## src/rtl/core/fnms_ram.sv

```systemverilog
`default_nettype none
// ----------------------------------------------------------------------------
// fnms_ram: generic single-write, single-read RAM
// One write port, one read port with registered read data.
// ----------------------------------------------------------------------------
module fnms_ram #(
   parameter int WIDTH = 8,
   parameter int DEPTH = 16
) (
   input  wire logic                     clock,
   input  wire logic                     wr_en,
   input  wire logic [$clog2(DEPTH)-1:0] wr_addr,
   input  wire logic [WIDTH-1:0]         wr_data,
   input  wire logic                     rd_en,
   input  wire logic [$clog2(DEPTH)-1:0] rd_addr,
   output logic      [WIDTH-1:0]         rd_data
);

   logic [WIDTH-1:0] mem_ff [DEPTH];

   always_ff @(posedge clock) begin
      if (wr_en) begin
         mem_ff[wr_addr] <= wr_data;
      end
      if (rd_en) begin
         rd_data <= mem_ff[rd_addr];
      end
   end

endmodule
`default_nettype wire

```

## config.mk

```make
export PLATFORM = sky130hd
export DESIGN_NAME = fnms_ram
export DESIGN_NICKNAME = d
export VERILOG_FILES = /design/src/rtl/core/fnms_ram.sv
export SDC_FILE = /design/constraint.sdc
export NUM_CORES = 1
export LEC_CHECK = 0
export ABC_AREA = 0
export BUFFER_PORTS_ARGS = -buffer_cell sky130_fd_sc_hd__buf_2
export CAP_MARGIN = 10
export CORE_ASPECT_RATIO = 1.2
export CORE_MARGIN = 2
export CORE_UTILIZATION = 43
export CTS_CLUSTER_SIZE = 20
export DETAILED_ROUTE_END_ITERATION = 7
export PLACE_DENSITY_LB_ADDON = 0.3
export SYNTH_ARGS = -nofsm -noshare
export SYNTH_HDL_FRONTEND = slang
export SYNTH_SLANG_ARGS = --single-unit
```

## constraint.sdc

```tcl
create_clock -name clock -period 2.15 [get_ports clock]
set_input_delay 0.1075 -clock clock [delete_from_list [all_inputs] [get_ports clock]]
set_output_delay 0.1075 -clock clock [all_outputs]
set_load 0.1 [all_outputs]
```

# == After elaboration in Yosys (flattened, before gate mapping) ==
# Memory sizes are Yosys's and may differ from the RTL's. A register that Yosys moved wholly into a read port is not among the register bits.
# Index checks and enable logic that the tools add are counted.
# totals
input_bits,19
mem_bits_ro,0
n_memories,1
ram_bits,128
wordCells,3
output_inout_bits,8
ff_bits,0
latchBits,0
# mem_list
memory,words,width,rd,rd_ports_with_merged_regs,write_ports,line,text
mem_ff,16,8,1,1,1,19,logic [WIDTH-1:0] mem_ff [DEPTH];
# classes
order_cmp,0
bitwise,0
div_mod_pow,0
n_shift,0
muxes,2
n_reduce_logical,0
add_sub_neg,0
n_mul,0
n_eq_ne,0
# op_table
op,n
two-way mux 1 bit,2

# == Depth between registers and ports, before layout ==
# logic_depth
word_depth,2
mapped_depth,5
ltp_nobuf,3

# == Worst setup path after synthesis ==
# Ideal clock, no wire load.
# synth_timing
path_kind,input-to-reg
startpoint,in wr_addr[2]
endpoint,mem mem_ff[0][0] (enable)
path_buffers,0
arrival_ps,1217
setup_time_ps,383
required_ps,1767
path_slack_ps,550
stages,2
cell_sequence,or3b_2 -> nor3_1
# synth_rtl
item,line,text
start: declaration,12,"input wire logic [$clog2(DEPTH)-1:0] wr_addr,"
end: declaration,19,
# No word-level cell before the write port.

==> results.txt <==
status: finished clean
mux cell area share after synthesis: 14.8%
Cell Chain, Critical Path: mux4_1 > a22oi_1 > nand2_1
Setup crit end kind: flip-flop
peak per-stage delay on the critical path: 0.50 ns
DR vias: 2452
crit path DAT: 1.62 ns
DR vias/cell: 5.35
P per Cell Area: 1010 nW/um^2
worst skew pair latency: 0.42 ns
Layout Cells excl Fill: 458
first-pass GRT wire length: 15200 um
Post-CTS Setup Inserts: 0
dpl cell area: 5650 sq um
DRC Markers: 0
register area: 4080 sq um
syn_area_per_cell: 22.8 sq um
kind of critical path: reg2reg
final setup violation count: 0
core box area: 12000 sq um
I/O Buffers: 26
Multi-input gate area: 1060 sq um
GRT Util Overall: 16.6%
commonest non-fill, non-tap cells in the layout: edfxtp_1, buf_2, mux4_2, buf_4, clkbuf_16
startpoint types: flip-flop
cell count after synthesis: 229
pin count of the biggest net entering global routing: 33
die height: 125 um
Power Total: 6.28 mW
fillcell total: 989
LEAKAGE: 2.12 nW
Final HPWL DP: 6250 um
Worst Tran Pin Value: 0.707 ns
Cell Area, Synth: 5230 sq um
Post-Synth Simple-Gate Area: 3.14%
Ys Warns: 0
Die Width: 105 um
Max Cap Viol: 0
Syn Nets: 248
vias in the first global route: 2612
Starting Density: 43.6%
CTS sink cnt: 136
Max Root-Sink Buffers: 2
Hold WC Path Type: in2reg
total grt overflow: 0
kind of cell adding the most delay to the critical path: multiplexers
Tmin final: 1.46 ns
CTS tree: built
Critical Path RT: 2.32 ns
Final period util: 67.9%
RSZ-0062 raised after global routing: false
Final Routed Wirelength: 9710 um
antenna violations before repair: 0
root buffer cell: clkbuf_16
Synth top area share: 78.1%
Core Util, Final: 52.0%
CP bufs+invs: 0
Design Area, Final: 6240 sq um
# hold bufs at CTS: 0
Max FO, Critical Path: 1
DIE AREA: 13100 sq um
I/O pins: 27
final hold violations: 0
Nets: 303
Critical-path top delay cell: mux4_1
H-tree depth: 4
peak supply drop: 0.000505 V
clock slew at reported path FFs: 0.06 ns
diode count: 0
synthesized-area fraction occupied by adder cells: 0%
largest family of logic cells by synthesized area: multiplexers
Layout area overhead: 19.4%
wire per inst: 21.2 um
Yosys top cell by area: edfxtp_1
Seq/Total Area, Yosys: 78.1%
row cnt: 44
placed insts: 426
register bit total from synthesis: 136
fmax: 685 MHz
post-synthesis compound-gate area fraction: 2.30%
Gates resized, CTS repair: 0
Slew headroom: 52.7%
setup TNS: 0 ns
Synth area leaders: edfxtp_1, mux4_2, mux4_1
GP Congestion: 0.738
Synth cell types: 18
drt first pass iters: 4
most common cell after layout, fill and taps aside: edfxtp_1
share of layout cells above drive strength 1: 30.6%
cts bufs inserted: 17
Clock Skew: 0.00781 ns
Slew Viols, Final: 0
DR iter-0 viols: 114
DRT antenna net count: 0
Post-Synth XOR/XNOR Area: 0%
==> cell type report <==
| class | count | share of cell area [%] |
|---|---|---|
| multi-input combinational | 83 | 16.9 |
| tap | 161 | 3.23 |
| timing repair buffer | 46 | 4.89 |
| clock buffer | 20 | 7.00 |
| sequential | 136 | 65.4 |
| clock inverter | 12 | 2.51 |
==> final timing paths <==
path / start / end / slack (ns) / cells past startpoint
worst max-delay path: mem_ff[2][5]$_DFFE_PP_ / rd_data[5]$_DFFE_PP_ / 0.69 / 3
worst min-delay path: rd_en / rd_data[1]$_DFFE_PP_ / 0.07 / 1
worst max register to register: mem_ff[2][5]$_DFFE_PP_ / rd_data[5]$_DFFE_PP_ / 0.69 / 3
worst min register to register: mem_ff[15][1]$_DFFE_PP_ / rd_data[1]$_DFFE_PP_ / 0.74 / 3
==> synth_stat cells <==
library cell / count
or3b_2: 1
clkdlybuf4s25_2: 3
nor2b_1: 1
nand3b_1: 2
and2_1: 1
buf_2: 3
a22oi_1: 16
nor2_1: 13
buf_4: 1
nand2b_1: 2
and2b_1: 1
buf_6: 3
mux4_1: 14
nand2_1: 9
edfxtp_1: 136
nor3_1: 4
nand3_1: 1
mux4_2: 18
==> state kept, by name, summed over array words and instances, names as in the netlist <==
signal / cells
mem_ff: 128
rd_data: 8
==> stage by stage <==
step,setup WS (ns),hold slack [ns]
floorplan,0.550,0.206
global placement,0.447,0.482
detailed placement,0.441,0.498
CTS,0.683,0.0525
global route,0.591,0.0610
finish,0.690,0.0669
==> kinds of logic after synthesis <==
| kind of cell | Yosys count |
|---|---|
| DFF | 136 |
| muxes | 32 |
| AOI/OAI and AO/OA | 16 |
| buffers and inverters | 10 |
| and+or+nand+nor | 35 |
==> routing by layer <==
layer / share of wire (%) / vias to the layer above / global-route usage, % / wire length [um]
met5: 0 / - / 0 / 0
met4: 1.8 / 0 / 8.00 / 178
met1: 42 / 1271 / 20.4 / 4110
met3: 5.6 / 15 / 5.18 / 544
met2: 50 / 75 / 26.9 / 4880
li1: - / 1091 / - / -
==> power breakdown <==
| part | total, mW | internal (mW) | switching [mW] |
|---|---|---|---|
| logic | 0.360 | 0.117 | 0.244 |
| clock network | 2.91 | 1.91 | 1.00 |
| registers | 3.00 | 2.99 | 0.0148 |
| total | 6.28 | 5.02 | 1.26 |
(Power assumes the default switching activity.)
